File: src/ipds_pkg.sv
// Package for the image pair difference statistics core.
// Holds widths, register and statistic codes, the queued voxel type and the back-end states.
// No dependencies.
`timescale 1ns / 1ps
package ipds_pkg;

    localparam int SAMPLE_BITS   = 16;
    localparam int COUNT_BITS    = 32;
    localparam int REL_FRAC_BITS = 16;

    localparam int DIFF_BITS     = SAMPLE_BITS + 1;
    localparam int MAG_BITS      = SAMPLE_BITS;
    localparam int DSQ_BITS      = 2 * DIFF_BITS;
    localparam int PROD_BITS     = 2 * SAMPLE_BITS;
    localparam int REL_BITS      = DIFF_BITS + MAG_BITS;
    localparam int DIVIDEND_BITS = DIFF_BITS + REL_FRAC_BITS;
    localparam int DIV_CNT_BITS  = $clog2(DIVIDEND_BITS);
    localparam int STAT_BITS     = 64;
    localparam int NUM_CLASS     = 13;
    localparam int NUM_STATS     = 18;
    localparam int IDX_BITS      = 5;
    localparam int ADDR_BITS     = 5;
    localparam int DATA_BITS     = 32;

    localparam logic [STAT_BITS-1:0] SAT_MAX = {1'b0, {(STAT_BITS-1){1'b1}}};

    // Configuration register indexes.
    localparam logic [2:0] REG_OIB       = 3'd0;
    localparam logic [2:0] REG_MASK_USED = 3'd1;
    localparam logic [2:0] REG_REF_PEN   = 3'd2;
    localparam logic [2:0] REG_REF_PVAL  = 3'd3;
    localparam logic [2:0] REG_TEST_PEN  = 3'd4;
    localparam logic [2:0] REG_TEST_PVAL = 3'd5;

    // Class counter slots.
    localparam int C_COUNT = 0;
    localparam int C_UNEQ  = 1;
    localparam int C_REC   = 2;
    localparam int C_SUB   = 3;
    localparam int C_REJ   = 4;
    localparam int C_RECF  = 5;
    localparam int C_SUBF  = 6;
    localparam int C_REJF  = 7;
    localparam int C_CNTF  = 8;
    localparam int C_RECM  = 9;
    localparam int C_SUBM  = 10;
    localparam int C_REJM  = 11;
    localparam int C_CNTM  = 12;

    // Statistic indexes.
    localparam logic [IDX_BITS-1:0] S_COUNT   = 5'd0;
    localparam logic [IDX_BITS-1:0] S_UNEQ    = 5'd1;
    localparam logic [IDX_BITS-1:0] S_SUMABS  = 5'd2;
    localparam logic [IDX_BITS-1:0] S_SUMSQ   = 5'd3;
    localparam logic [IDX_BITS-1:0] S_SUMMULT = 5'd4;
    localparam logic [IDX_BITS-1:0] S_MAXDIFF = 5'd5;
    localparam logic [IDX_BITS-1:0] S_MAXREL  = 5'd6;
    localparam logic [IDX_BITS-1:0] S_CLASS0  = 5'd7;
    localparam logic [IDX_BITS-1:0] S_LAST    = 5'd17;

    typedef struct packed {
        logic signed [SAMPLE_BITS-1:0] a;
        logic signed [SAMPLE_BITS-1:0] b;
        logic                          va;
        logic                          vb;
        logic                          in_region;
        logic                          fg;
        logic                          last;
    } item_t;

    typedef enum logic [2:0] {
        ST_IDLE,
        ST_MUL,
        ST_ACC,
        ST_DIV,
        ST_EMIT
    } back_state_t;

endpackage

File: src/ipds_queue.sv
// Two-entry queue of classified voxels between the front and back ends.
// Depends on ipds_pkg.
`timescale 1ns / 1ps
module ipds_queue
(
    input  logic            clk,
    input  logic            rst_n,
    input  logic            push,
    input  ipds_pkg::item_t push_item,
    output logic            full,
    input  logic            pop,
    output logic            not_empty,
    output ipds_pkg::item_t pop_item
);

    ipds_pkg::item_t entry_reg [2];
    logic            wr_ptr_reg;
    logic            rd_ptr_reg;
    logic [1:0]      count_reg;

    assign full      = (count_reg == 2'd2);
    assign not_empty = (count_reg != 2'd0);
    assign pop_item  = entry_reg[rd_ptr_reg];

    always_ff @(posedge clk)
    begin
        if (push)
        begin
            entry_reg[wr_ptr_reg] <= push_item;
        end
    end

    always_ff @(posedge clk or negedge rst_n)
    begin
        if (!rst_n)
        begin
            wr_ptr_reg <= 1'b0;
            rd_ptr_reg <= 1'b0;
            count_reg  <= 2'd0;
        end
        else
        begin
            if (push)
            begin
                wr_ptr_reg <= !wr_ptr_reg;
            end
            if (pop)
            begin
                rd_ptr_reg <= !rd_ptr_reg;
            end
            if (push && !pop)
            begin
                count_reg <= count_reg + 2'd1;
            end
            else if (pop && !push)
            begin
                count_reg <= count_reg - 2'd1;
            end
        end
    end

endmodule

File: config.mk
export PLATFORM = sky130hd
export DESIGN_NAME = ipds_queue
export DESIGN_NICKNAME = d
export VERILOG_FILES = /design/src/ipds_pkg.sv /design/src/ipds_queue.sv
export SDC_FILE = /design/constraint.sdc
export NUM_CORES = 1
export LEC_CHECK = 0
export BUFFER_PORTS_ARGS = -buffer_cell sky130_fd_sc_hd__clkbuf_2
export CORE_MARGIN = 4
export CORE_UTILIZATION = 30
export DETAILED_ROUTE_END_ITERATION = 7
export MAX_ROUTING_LAYER = met4
export PLACE_DENSITY = 0.52
export SYNTH_ARGS = -nofsm -noshare
export SYNTH_HDL_FRONTEND = slang
export SYNTH_SLANG_ARGS = --single-unit
File: constraint.sdc
create_clock -name clk -period 2.34 [get_ports clk]
set_input_delay 0.351 -clock clk [delete_from_list [all_inputs] [get_ports clk]]
set_output_delay 0.351 -clock clk [all_outputs]
set_load 0.03 [all_outputs]
==> impl_metrics.ini <==
[outcome]
outcome = complete, no violations

[clock_network]
insertion_delay_ps = 340
htree_levels = 3
cts_setup_buffers = 0
clk_pin_slew_ps = 80
clkSinkCount = 78
cts_buffer_depth = 2
cts_tree = built
cts_root_buffer = clkbuf_8
cts_made_buffers = 9

[detailed_routing]
viasPerCell = 4.154
drcViolationCount = 0
routedWlPerCell_um = 14.01
vias = 1483
firstDrtPassIters = 4
dr.first_iter.drc_count = 58
postRouteAntennaNets = 0
wirelength_mm = 5.000

[pwr]
power_density_nw_per_um2 = 1289
power.leakage_nw = 1.497
ir_worst_vdd_mv = 0.5079

[place]
dpl_cell_area_um2 = 3545
port_buffers = 79
pre_cts_slack_ps = 679.0
gp_congestion = 0.6206
dp_hpwl_mm = 3.490

[timing]
hold_viol = 0
fin_ws_ps = 327.2
clock_skew_ps = 7.142
fin_crit_ps = 2013
fmax_ghz = 0.4968
worstMarginPinSlew_ps = 486.8
relSlewSlack = 0.6748
finalSetupViolCount = 0
fin_tns_setup_ps = 0
slew_viol_final = 0
rsz0062_at_grt = false
period_share = 0.8602

[synthesis]
avgSynthCellArea_um2 = 22.45
yosysSeqAreaShare = 0.7895
postSynthCellCount = 131
ys_ff_latch = 78
syn_nets = 173
yosysTopAreaCellShare = 0.7554
synth_top_cell_by_area = edfxtp_1
synth_warnings = 0
syn-cell-area_um2 = 2942
synthDistinctLibCells = 14
netlist_top_cells_area = edfxtp_1, mux2_4, mux2_2

[finish]
syn_to_final_growth_pct = 28.12
postLayoutCellArea_um2 = 3769
postLayoutCoreUtil = 0.4021
diodes = 0
final_nets = 265
drive_above_1_share = 0.6140
largest_register_ffs = 74

[grt]
grt_first_pass_wirelength_mm = 7.714
antenna_found_initial = 0
grt_overflow = 0
grt_max_degree = 25
grt_usage = 0.09265
grt_pass1_vias = 1529

[hold_path]
hold_class = input port to flop
holdCritStartpoint = push_item[35]
hold_path_end = entry_reg[1][35]$_DFFE_PP_
holdPathStages = 1

[floorplanning]
die_y_um = 107.0
rows = 35
start_util = 0.3139
die-area_um2 = 11450
die_width_um = 107.0
design.portCount = 80
fp.coreArea_um2 = 9371

[worst_setup_path]
worstPathArrival_ps = 1660
worst_setup_path_end_kind = primary output
cpPeakStageDelay_ps = 530
rrSetupSlack_ps = 920
r2r_start = wr_ptr_reg$_DFFE_PN0P_
worstPathRequired_ps = 1990
critical_path.slowest_cell = dfrtp_2
r2r_cells = 2
r2r_end = entry_reg[0][12]$_DFFE_PP_
start_kind = flop
critPathMaxFanout = 18
crit_type = flop to primary output
crit_chain = buf_12 > mux2_2 > clkbuf_2

[run]
drv_cap = 0
[worst max path at each step]
stage                                 startpoint                         to  cells past startpoint
after global routing      rd_ptr_reg$_DFFE_PN0P_               pop_item[33]                      3
after global placement    rd_ptr_reg$_DFFE_PN0P_               pop_item[32]                      3
after detailed placement  rd_ptr_reg$_DFFE_PN0P_               pop_item[32]                      3
after CTS                 rd_ptr_reg$_DFFE_PN0P_               pop_item[32]                      3
final                     rd_ptr_reg$_DFFE_PN0P_               pop_item[32]                      3
after floorplan           wr_ptr_reg$_DFFE_PN0P_  entry_reg[0][0]$_DFFE_PP_                      1
[stage by stage]
stage	hold slack, ps	power (W)	instances
floorplan	55.41	0.003343	131
global placement	170.1	0.003852	340
detailed placement	172.7	0.003857	340
CTS	179.3	0.004938	357
global route	169.7	0.005110	357
finish	199.5	0.004859	357
[Yosys cell counts]
library cell	count
mux2_2	17
mux2_4	20
or2_2	1
buf_6	3
inv_1	1
buf_2	1
and2_1	1
xor2_1	4
nor2b_1	2
xnor2_1	1
edfxtp_1	74
ha_1	1
nor2_1	1
dfrtp_1	4
[placed cells by master (no fill, tap or decap), drive strengths merged, types with 2 or more instances in the layout]
master / synthesis / layout
bufinv: 0 / 2
mux2: 37 / 37
dfrtp: 4 / 4
buf: 4 / 5
nor2b: 2 / 2
xor2: 4 / 4
clkbuf: 0 / 89
clkinv: 0 / 3
edfxtp: 74 / 74
[cells by family (layout without fill, tap and decap cells)]
logic type    after synthesis  in the layout  synth area share
simple gates                5              5          0.009784
flops                      78             78            0.7895
mux                        37             37            0.1672
fa+ha+maj                   1              1          0.004253
buf+inv                     5            102           0.01446
xor+xnor                    5              5           0.01489
[metal layers]
layer / wire, um / share of wire / track usage / vias up
met3: 349 / 0.070 / 0.03733 / 4
met1: 2299 / 0.46 / 0.1194 / 723
met5: 0 / 0 / - / -
li1: - / - / - / 690
met2: 2302 / 0.46 / 0.1340 / 66
met4: 49 / 0.0098 / 0.02922 / 0
[final cells by class]
class	count	area (um^2)
clock buffers	10	127.6
clock inverters	6	86.33
fillers	907	5603
inverters	1	3.754
multi-input cells	48	585.6
flip-flops and latches	78	2323
well taps	129	161.4
repair buffers	85	480.5
[timing repair]
item                                   4_1_cts  5_1_grt
hold buffers                                 1        0
resized for setup                            0        0
endpoints found under the hold margin        4        0
[power by group]
| group | switching, W | total, W | internal [W] |
|---|---|---|---|
| Combinational | 0.00110 | 0.00182 | 0.000717 |
| Sequential | 0.000115 | 0.00197 | 0.00186 |
| Clock | 0.000469 | 0.00107 | 0.000599 |
[critical path, delay by kind of cell (launching register included)]
kind                   cells  cell delay (ps)
DFF                        1              530
buffers and inverters      2              410
muxes                      1              370
No activity file was read; power rests on OpenSTA's default activity.
