==> config.mk <==
export PLATFORM = sky130hd
export DESIGN_NAME = ipds_front
export DESIGN_NICKNAME = d
export VERILOG_FILES = /design/src/ipds_pkg.sv /design/src/ipds_front.sv
export SDC_FILE = /design/constraint.sdc
export NUM_CORES = 1
export LEC_CHECK = 0
export ABC_AREA = 1
export BUFFER_PORTS_ARGS = -buffer_cell sky130_fd_sc_hd__buf_2
export CAP_MARGIN = 5
export CORE_MARGIN = 8
export CORE_UTILIZATION = 44
export CTS_BUF_LIST = sky130_fd_sc_hd__clkbuf_16
export CTS_CLUSTER_DIAMETER = 100
export CTS_CLUSTER_SIZE = 16
export DETAILED_ROUTE_END_ITERATION = 6
export HOLD_SLACK_MARGIN = 0.08
export MAX_ROUTING_LAYER = met4
export PLACE_DENSITY = 0.91
export SYNTH_ARGS = -nofsm -noshare
export SYNTH_HDL_FRONTEND = slang
export SYNTH_SLANG_ARGS = --single-unit
==> constraint.sdc <==
create_clock -name clk -period 1.8 [get_ports clk]
set_clock_uncertainty 0.2 [all_clocks]
set_input_delay 0.18 -clock clk [delete_from_list [all_inputs] [get_ports clk]]
set_output_delay 0.18 -clock clk [all_outputs]
set_load 0.02 [all_outputs]
==> src/ipds_pkg.sv <==
// Package for the image pair difference statistics core.
// Holds widths, register and statistic codes, the queued voxel type and the back-end states.
// No dependencies.
`timescale 1ns / 1ps
package ipds_pkg;

    localparam int SAMPLE_BITS   = 16;
    localparam int COUNT_BITS    = 32;
    localparam int REL_FRAC_BITS = 16;

    localparam int DIFF_BITS     = SAMPLE_BITS + 1;
    localparam int MAG_BITS      = SAMPLE_BITS;
    localparam int DSQ_BITS      = 2 * DIFF_BITS;
    localparam int PROD_BITS     = 2 * SAMPLE_BITS;
    localparam int REL_BITS      = DIFF_BITS + MAG_BITS;
    localparam int DIVIDEND_BITS = DIFF_BITS + REL_FRAC_BITS;
    localparam int DIV_CNT_BITS  = $clog2(DIVIDEND_BITS);
    localparam int STAT_BITS     = 64;
    localparam int NUM_CLASS     = 13;
    localparam int NUM_STATS     = 18;
    localparam int IDX_BITS      = 5;
    localparam int ADDR_BITS     = 5;
    localparam int DATA_BITS     = 32;

    localparam logic [STAT_BITS-1:0] SAT_MAX = {1'b0, {(STAT_BITS-1){1'b1}}};

    // Configuration register indexes.
    localparam logic [2:0] REG_OIB       = 3'd0;
    localparam logic [2:0] REG_MASK_USED = 3'd1;
    localparam logic [2:0] REG_REF_PEN   = 3'd2;
    localparam logic [2:0] REG_REF_PVAL  = 3'd3;
    localparam logic [2:0] REG_TEST_PEN  = 3'd4;
    localparam logic [2:0] REG_TEST_PVAL = 3'd5;

    // Class counter slots.
    localparam int C_COUNT = 0;
    localparam int C_UNEQ  = 1;
    localparam int C_REC   = 2;
    localparam int C_SUB   = 3;
    localparam int C_REJ   = 4;
    localparam int C_RECF  = 5;
    localparam int C_SUBF  = 6;
    localparam int C_REJF  = 7;
    localparam int C_CNTF  = 8;
    localparam int C_RECM  = 9;
    localparam int C_SUBM  = 10;
    localparam int C_REJM  = 11;
    localparam int C_CNTM  = 12;

    // Statistic indexes.
    localparam logic [IDX_BITS-1:0] S_COUNT   = 5'd0;
    localparam logic [IDX_BITS-1:0] S_UNEQ    = 5'd1;
    localparam logic [IDX_BITS-1:0] S_SUMABS  = 5'd2;
    localparam logic [IDX_BITS-1:0] S_SUMSQ   = 5'd3;
    localparam logic [IDX_BITS-1:0] S_SUMMULT = 5'd4;
    localparam logic [IDX_BITS-1:0] S_MAXDIFF = 5'd5;
    localparam logic [IDX_BITS-1:0] S_MAXREL  = 5'd6;
    localparam logic [IDX_BITS-1:0] S_CLASS0  = 5'd7;
    localparam logic [IDX_BITS-1:0] S_LAST    = 5'd17;

    typedef struct packed {
        logic signed [SAMPLE_BITS-1:0] a;
        logic signed [SAMPLE_BITS-1:0] b;
        logic                          va;
        logic                          vb;
        logic                          in_region;
        logic                          fg;
        logic                          last;
    } item_t;

    typedef enum logic [2:0] {
        ST_IDLE,
        ST_MUL,
        ST_ACC,
        ST_DIV,
        ST_EMIT
    } back_state_t;

endpackage

==> src/ipds_front.sv <==
// Front end: configuration registers and classification of each voxel request.
// Depends on ipds_pkg.
`timescale 1ns / 1ps
module ipds_front
(
    input  logic                                  clk,
    input  logic                                  rst_n,
    input  logic                                  psel,
    input  logic                                  penable,
    input  logic                                  pwrite,
    input  logic [ipds_pkg::ADDR_BITS-1:0]        paddr,
    input  logic [ipds_pkg::DATA_BITS-1:0]        pwdata,
    output logic [ipds_pkg::DATA_BITS-1:0]        prdata,
    input  logic signed [ipds_pkg::SAMPLE_BITS-1:0] sample_ref,
    input  logic                                  ref_valid,
    input  logic signed [ipds_pkg::SAMPLE_BITS-1:0] sample_test,
    input  logic                                  test_valid,
    input  logic                                  in_mask,
    input  logic                                  last_voxel,
    output ipds_pkg::item_t                       item
);

    logic                              oib_reg;
    logic                              mask_used_reg;
    logic                              ref_pen_reg;
    logic [ipds_pkg::SAMPLE_BITS-1:0]  ref_pval_reg;
    logic                              test_pen_reg;
    logic [ipds_pkg::SAMPLE_BITS-1:0]  test_pval_reg;
    logic                              wr_en;
    logic [2:0]                        reg_idx;
    logic                              vb_raw;

    assign wr_en   = psel && penable && pwrite;
    assign reg_idx = paddr[4:2];

    always_ff @(posedge clk or negedge rst_n)
    begin
        if (!rst_n)
        begin
            oib_reg       <= 1'b0;
            mask_used_reg <= 1'b0;
            ref_pen_reg   <= 1'b0;
            ref_pval_reg  <= '0;
            test_pen_reg  <= 1'b0;
            test_pval_reg <= '0;
        end
        else if (wr_en)
        begin
            unique case (reg_idx)
                ipds_pkg::REG_OIB:       oib_reg       <= pwdata[0];
                ipds_pkg::REG_MASK_USED: mask_used_reg <= pwdata[0];
                ipds_pkg::REG_REF_PEN:   ref_pen_reg   <= pwdata[0];
                ipds_pkg::REG_REF_PVAL:  ref_pval_reg  <= pwdata[ipds_pkg::SAMPLE_BITS-1:0];
                ipds_pkg::REG_TEST_PEN:  test_pen_reg  <= pwdata[0];
                ipds_pkg::REG_TEST_PVAL: test_pval_reg <= pwdata[ipds_pkg::SAMPLE_BITS-1:0];
                default:                 ;
            endcase
        end
    end

    always_comb
    begin
        unique case (reg_idx)
            ipds_pkg::REG_OIB:       prdata = ipds_pkg::DATA_BITS'(oib_reg);
            ipds_pkg::REG_MASK_USED: prdata = ipds_pkg::DATA_BITS'(mask_used_reg);
            ipds_pkg::REG_REF_PEN:   prdata = ipds_pkg::DATA_BITS'(ref_pen_reg);
            ipds_pkg::REG_REF_PVAL:  prdata = ipds_pkg::DATA_BITS'(ref_pval_reg);
            ipds_pkg::REG_TEST_PEN:  prdata = ipds_pkg::DATA_BITS'(test_pen_reg);
            ipds_pkg::REG_TEST_PVAL: prdata = ipds_pkg::DATA_BITS'(test_pval_reg);
            default:                 prdata = '0;
        endcase
    end

    always_comb
    begin
        item.a         = sample_ref;
        item.va        = ref_valid && !(ref_pen_reg && (sample_ref == ref_pval_reg));
        vb_raw         = test_valid && !(test_pen_reg && (sample_test == test_pval_reg));
        item.b         = (!vb_raw && oib_reg) ? '0 : sample_test;
        item.vb        = vb_raw || oib_reg;
        item.fg        = (sample_ref != '0);
        item.in_region = !mask_used_reg || in_mask;
        item.last      = last_voxel;
    end

endmodule

==> results by group, run 1 <==
Power and ir drop
  – P_int: a little under 2 mW
  – Switch Pwr: 1.06 mW
  – Static leakage: about 1.9 nW
  – Sw Share: around 35%
  – Clock power frac: a little over a quarter
  – Pwr Total: between 2 and 3 mW
  – Reg power frac: ~37%
  – VDD IR max: around 0.00052 V
  – Power Dens Cells: between 800 and 900 nW/um^2
  – Combinational fraction of design power: 36.0%

Job
  – Max-Cap Viols: 0

Final layout
  – Final #Nets: 550
  – Area Overhead vs Synth: 39.3%
  – Multi-input logic area: between 1000 and 1500 um^2
  – N_diodes: 0
  – Most frequent cells in the layout: buf_2, nand2_1, inv_1, dfrtp_1, o21ai_0
  – Share of layout cells above drive strength 1: 36.4%
  – Commonest non-fill, non-tap cell in the layout: buf_2
  – Finished Cell Area: approximately 3500 um^2
  – Final core utilization: between 60% and 70%
  – FF+latch area: 901 um^2
  – Filler Cell Count: ~480

Worst setup path
  – CP max-delay cell: dfrtp_1
  – CP bufs+invs: 2
  – Element type at the critical path end: output pin
  – Worst-path maximum fanout: 8
  – Critical path class: flop to output pin
  – CP arrival: roughly 1600 ps
  – CP cell instances: inv_2, nand2_2, nand2_1, nor2_1, nand3_1, nor2_1, nand2_2, nand2_4, a21oi_2, buf_6
  – CP required: 1420 ps
  – Critical path startpoint category: flop
  – Slowest stage delay, CP: 360 ps
  – Largest delay share family, worst path: simple AND/OR/NAND/NOR gates

Logic synthesis
  – Ys flop type: dfrtp_1
  – Mean Syn Cell Area: 7.26 um^2
  – Ys async rst share: 100%
  – Yosys warnings: 0
  – Register bit total from synthesis: 36
  – Distinct cells, synth: 34
  – Post-Syn Area: 2540 um^2
  – Cell count after synthesis: 350
  – Seq/Total Area, Yosys: between 30% and 40%
  – Post-synth EDFFs: 0

Floorplan
  – Io pins: 147
  – Starting Density: between 40% and 50%
  – Die Y: approximately 90 um
  – Area of the die: 8460 um^2
  – Die W: 92.0 um
  – Num rows: 27
  – Core Area: roughly 5500 um^2

Global route
  – Total GRT Usage: about a fifth
  – Grt met3 use: approximately 4.6%
  – First-pass GRT wire length: 12,700 um
  – Number of global-route vias before repair: about 2,600
  – Global route overflow: 0
  – Busiest grt layer: met2
  – Initial antenna violation count: 0
  – Met2 usage: between 30 and 40%
  – Pin count of the biggest net entering global routing: 37
  – GR met1 Demand/Resource: 23.0%

Drt
  – ANT nets after route: 0
  – Vias post-DR: around 2,700
  – Avg WL per Cell: about 14 um
  – Initial DRT Pass Iterations: 4
  – Initial DRC count: around 180
  – Drt via density: a little under 5
  – Final wirelength: a little under 8000 um
  – DRC: 0

Timing
  – Fin. max-slew vios: 0
  – Fin crit share: 111%
  – Crit path time final: between 1500 and 2000 ps
  – RSZ-0062 raised after global routing: true
  – Final worst slack: -193 ps
  – Setup-failing EPs final: 18
  – Fmax: between 500 and 600 MHz
  – Final TNS setup: -3050 ps
  – Final Hold Fails: 0

CTS
  – Clock Latency Late Sink: roughly 280 ps
  – CTS H-tree lvls: 2
  – CTS Buf Count: 5
  – CTS tree: yes
  – CTS Buffer Depth: 2
  – Clock Sinks: 36
  – Clock root cell: clkbuf_16
  – CTS clk-pin slew, worst paths: roughly 50 ps

Status
  – Failing checks: setup timing
  – Status: complete, but fails checks

Placed design
  – GPL Wtd Cong: 0.898
  – HPWL after DPL: 6120 um
  – Cell Area, Placed: around 3000 um^2
  – Input/output buffers: 110

Worst hold path
  – HP Class: primary input to flop
==> power by group through the flow <==
stage	Sequential, mW	Clock [mW]	Combinational [mW]
floorplan	1.07	0	0.654
global placement	1.10	0	0.855
detailed placement	1.11	0	0.882
CTS	1.10	0.822	0.976
global route	1.13	0.863	1.20
finish	1.11	0.813	1.08
==> stage by stage <==
step | setup WS (ps) | hold WS [ps] | instances
final | -193 | 87.4 | 545
after global routing | -307 | 131 | 545
after CTS | -169 | 85.9 | 540
after detailed placement | 83.3 | 42.9 | 509
after global placement | 97.4 | 43.2 | 509
after floorplan | 103 | -316 | 365
==> cell usage after synthesis (5+ instances only) <==
cell	n	area share, %
nand2_1	67	9.9
inv_1	55	8.1
dfrtp_1	36	35
buf_4	35	10
o21ai_0	31	6.1
a21oi_1	29	5.7
nor2_1	24	3.5
o22ai_1	12	3.0
nand4_1	7	1.7
mux2_1	5	2.2
nand3_1	5	0.98
xnor2_1	5	1.7
==> worst paths after layout <==
path	startpoint	endpoint	slack, ps	cells past startpoint
hold reg to reg	ref_pval_reg[3]	ref_pval_reg[3]	350	2
min in group asynchronous	rst_n	test_pval_reg[15]	270	3
setup / recovery	test_pval_reg[1]	item[16]	-190	10
setup reg to reg	test_pval_reg[1]	test_pval_reg[1]	660	4
max in group asynchronous	rst_n	ref_pval_reg[1]	820	3
hold / removal	paddr[4]	test_pen_reg	90	3
==> cells by family (layout without fill, tap and decap cells) <==
kind of cell,Yosys count,count (layout),share of synthesized area [%]
compound gates,78,78,16.4
xor+xnor,9,9,3.10
simple gates,119,121,21.5
other cells,1,16,0.148
buf+inv,102,208,21.1
flops,36,36,35.5
mux,5,5,2.22
==> repair_timing <==
action | CTS | global route
pin swaps | 8 | 21
gates resized for setup | 25 | 43
buffers inserted | 4 | 5
hold buffers | 17 | 0
endpoints found under the hold margin | 71 | 0
setup endpoints to repair | 18 | 19
cloned | 2 | 0
==> per-layer routing <==
layer,up-vias,wire length [um]
met4,0,104
met5,-,0
met3,12,579
met2,130,3770
met1,1178,3420
li1,1333,-
==> worst reg2reg max path: cells and delay by family, from the launching register on <==
family	cells	cell delay (ps)
buffers and inverters	3	300
DFF	1	360
AOI/OAI and AO/OA	1	190
==> cell type report <==
| cell class | count | area share (%) |
|---|---|---|
| clock buffers | 5 | 3.53 |
| repair buffers | 142 | 26.6 |
| well taps | 72 | 2.54 |
| flip-flops and latches | 36 | 25.4 |
| multi-input cells | 229 | 35.3 |
| inverters | 58 | 6.22 |
| clock inverters | 3 | 0.424 |
(Power assumes the default switching activity.)
==> run 2, diff against run 1 <==
--- a/config.mk
+++ b/config.mk
@@ -17,6 +17,7 @@
 export HOLD_SLACK_MARGIN = 0.08
 export MAX_ROUTING_LAYER = met4
 export PLACE_DENSITY = 0.91
+export RECOVER_POWER = 25
 export SYNTH_ARGS = -nofsm -noshare
 export SYNTH_HDL_FRONTEND = slang
 export SYNTH_SLANG_ARGS = --single-unit
==> run 2 against run 1 <==
The run still ends with setup timing left. Setup slack improved by 3.3 ps. Sequential power about the same. Wire length about the same. Clock power hardly changed. Fmax rose by 0.17%. Combinational power barely moved. Highest routed layer unchanged.
==> results by group, run 2 (synthesis results as in run 1) <==
Status
  – Status: complete, but fails checks
  – Failing checks: setup timing

Timing
  – Final TNS setup: -3040 ps (+18.2 ps)
  – RSZ-0062 raised after global routing: true
  – Slew headroom: between 40% and 50%
  – Crit path time final: 1990 ps (-3.31 ps)
  – Setup-failing EPs final: 23 (+5)
  – Fin. max-slew vios: 0 (unchanged)
  – Final Hold Fails: 0 (unchanged)
  – Fin crit share: 111% (-0.18 points)
  – Fmax: 503 MHz (+0.17%)
  – Final Hold Slack: 81.5 ps (-5.84 ps)
  – Final worst slack: -190 ps (+3.31 ps)
  – Actual slew at the worst max-slew pin: 875 ps

Worst setup path
  – R2R setup slack: 670 ps (about the same)
  – Critical path class: flop to output pin
  – CP arrival: 1610 ps (about the same)
  – Critical path startpoint category: flop
  – Element type at the critical path end: output pin
  – Reg-to-Reg Start: test_pval_reg[1]
  – CP required: 1420 ps (about the same)
  – Worst Setup SP: test_pval_reg[1]
  – Worst-path maximum fanout: 8 (unchanged)

Drt
  – Vias post-DR: 2,644 (-0.34%)
  – Avg WL per Cell: 14.4 um (about the same)
  – Initial DRT Pass Iterations: 4 (unchanged)
  – Final wirelength: 7870 um (about the same)
  – Initial DRC count: 145 (-19%)
  – Drt via density: 4.85 (-0.34%)
  – ANT nets after route: 0 (unchanged)
  – DRC: 0 (unchanged)

Power and ir drop
  – Power Dens Cells: 854 nW/um^2 (+0.90%)
  – Switch Pwr: 1.06 mW (-0.55%)
  – Clock power frac: 27.2% (about the same)
  – Sw Share: 35.4% (-0.044 points)
  – Reg power frac: 37.1% (+0.2 points)
  – Static leakage: 1.82 nW (-2.4%)
  – VDD IR max: 0.000519 V (-0.85%)
  – Combinational fraction of design power: 35.7% (-0.3 points)
  – P_int: 1.93 mW (-0.35%)
  – Pwr Total: 2.98 mW (-0.42%)

Job
  – Max-Cap Viols: 0 (unchanged)

Global route
  – Initial antenna violation count: 0 (unchanged)
  – Global route overflow: 0 (unchanged)
  – First-pass GRT wire length: 12,700 um (unchanged)
  – Total GRT Usage: 18.8% (unchanged)
  – Pin count of the biggest net entering global routing: 37 (unchanged)
  – Number of global-route vias before repair: 2,630 (unchanged)

CTS
  – CTS tree: yes
  – Clock Latency Late Sink: 280 ps (about the same)
  – CTS Buffer Depth: 2 (unchanged)
  – Clock Sinks: 36 (unchanged)
  – Clock root cell: clkbuf_16
  – CTS Buf Count: 5 (unchanged)
  – CTS H-tree lvls: 2 (unchanged)
  – CTS clk-pin slew, worst paths: 50 ps (about the same)

Floorplan
  – Die W: 92.0 um (unchanged)
  – Starting Density: 45.9% (unchanged)
  – Die Y: 92.0 um (unchanged)
  – Num rows: 27 (unchanged)
  – Core Area: 5540 um^2 (unchanged)
  – Area of the die: 8460 um^2 (unchanged)
  – Io pins: 147 (unchanged)

Final layout
  – Non-Filler Instances: 545 (unchanged)
  – Share of layout cells above drive strength 1: 32.3% (-4.0 points)
  – Most frequent cells in the layout: buf_2, nand2_1, inv_1, dfrtp_1, o21ai_0
  – N_diodes: 0 (unchanged)
  – Final #Nets: 550 (unchanged)
  – Area Overhead vs Synth: 37.5%
  – Commonest non-fill, non-tap cell in the layout: buf_2

Placed design
  – GPL Wtd Cong: 0.898 (unchanged)
  – Input/output buffers: 110 (unchanged)
  – HPWL after DPL: 6120 um (unchanged)
  – Setup WS pre-CTS: 83.3 ps (unchanged)
  – Placed Cells: 509 (unchanged)

Worst hold path
  – Worst Min Path Start: paddr[3]
  – HP Class: primary input to flop
-- run 2: changes by cell type in the layout (fill, tap and decap cells not counted), sizes merged --
| cell | change |
|---|---|
| clkbuf | +17 |
| buf | -17 |
-- run 2: worst paths after layout --
kind	depth (start not counted)	end
max	10	item[16]
min	3	mask_used_reg
max reg2reg	4	test_pval_reg[1]
min reg2reg	2	ref_pval_reg[3]
max in group asynchronous	3	test_pval_reg[2]
min in group asynchronous	3	oib_reg
-- run 2: routing by layer --
metal / vias to the layer above / share of wire (%) / global-route usage [%]
li1: 1329 / - / -
met1: 1185 / 43 / 23.0
met2: 121 / 48 / 30.2
met3: 9 / 7.7 / 4.65
met4: 0 / 0.80 / 5.10
met5: - / 0 / -
-- run 2: per-stage QoR --
step / cell area, um^2 / util [%]
finish: 3490 / 63.1
global route: 3490 / 63.1
CTS: 3370 / 60.9
detailed placement: 2970 / 53.5
global placement: 2970 / 53.5
floorplan: 2600 / -
-- run 2: repair_timing --
| action | CTS | global route |
|---|---|---|
| cloned | 2 | 0 |
| endpoints found under the setup margin | 18 | 19 |
| endpoints found under the hold margin | 71 | 0 |
| hold buffers | 17 | 0 |
| buffers inserted | 4 | 5 |
| pin swaps | 8 | 21 |
| gates resized for setup | 25 | 43 |
-- run 2: area by class of cell --
class / instances / area (um^2)
timing repair buffer: 142 / 918
fill: 491 / 2050
sequential: 36 / 901
clock inverter: 3 / 15.0
clock buffer: 5 / 125
tap: 72 / 90.1
multi-input combinational: 229 / 1230
inverter: 58 / 218
-- run 2: critical path, cell delays in order, from the launching register on --
cell     delay [ps]
dfrtp_1         360
inv_2            50
nand2_2          40
nand2_1          40
nor2_1          120
nand3_1          80
nor2_1          130
nand2_2         120
nand2_4         160
a21oi_2          80
buf_6           140
-- run 2: power by group through the flow --
stage / combinational, mW / sequential [mW] / clock (mW)
floorplan: 0.654 / 1.07 / 0
global placement: 0.855 / 1.10 / 0
detailed placement: 0.882 / 1.11 / 0
CTS: 0.976 / 1.10 / 0.822
global route: 1.19 / 1.13 / 0.863
finish: 1.07 / 1.11 / 0.812
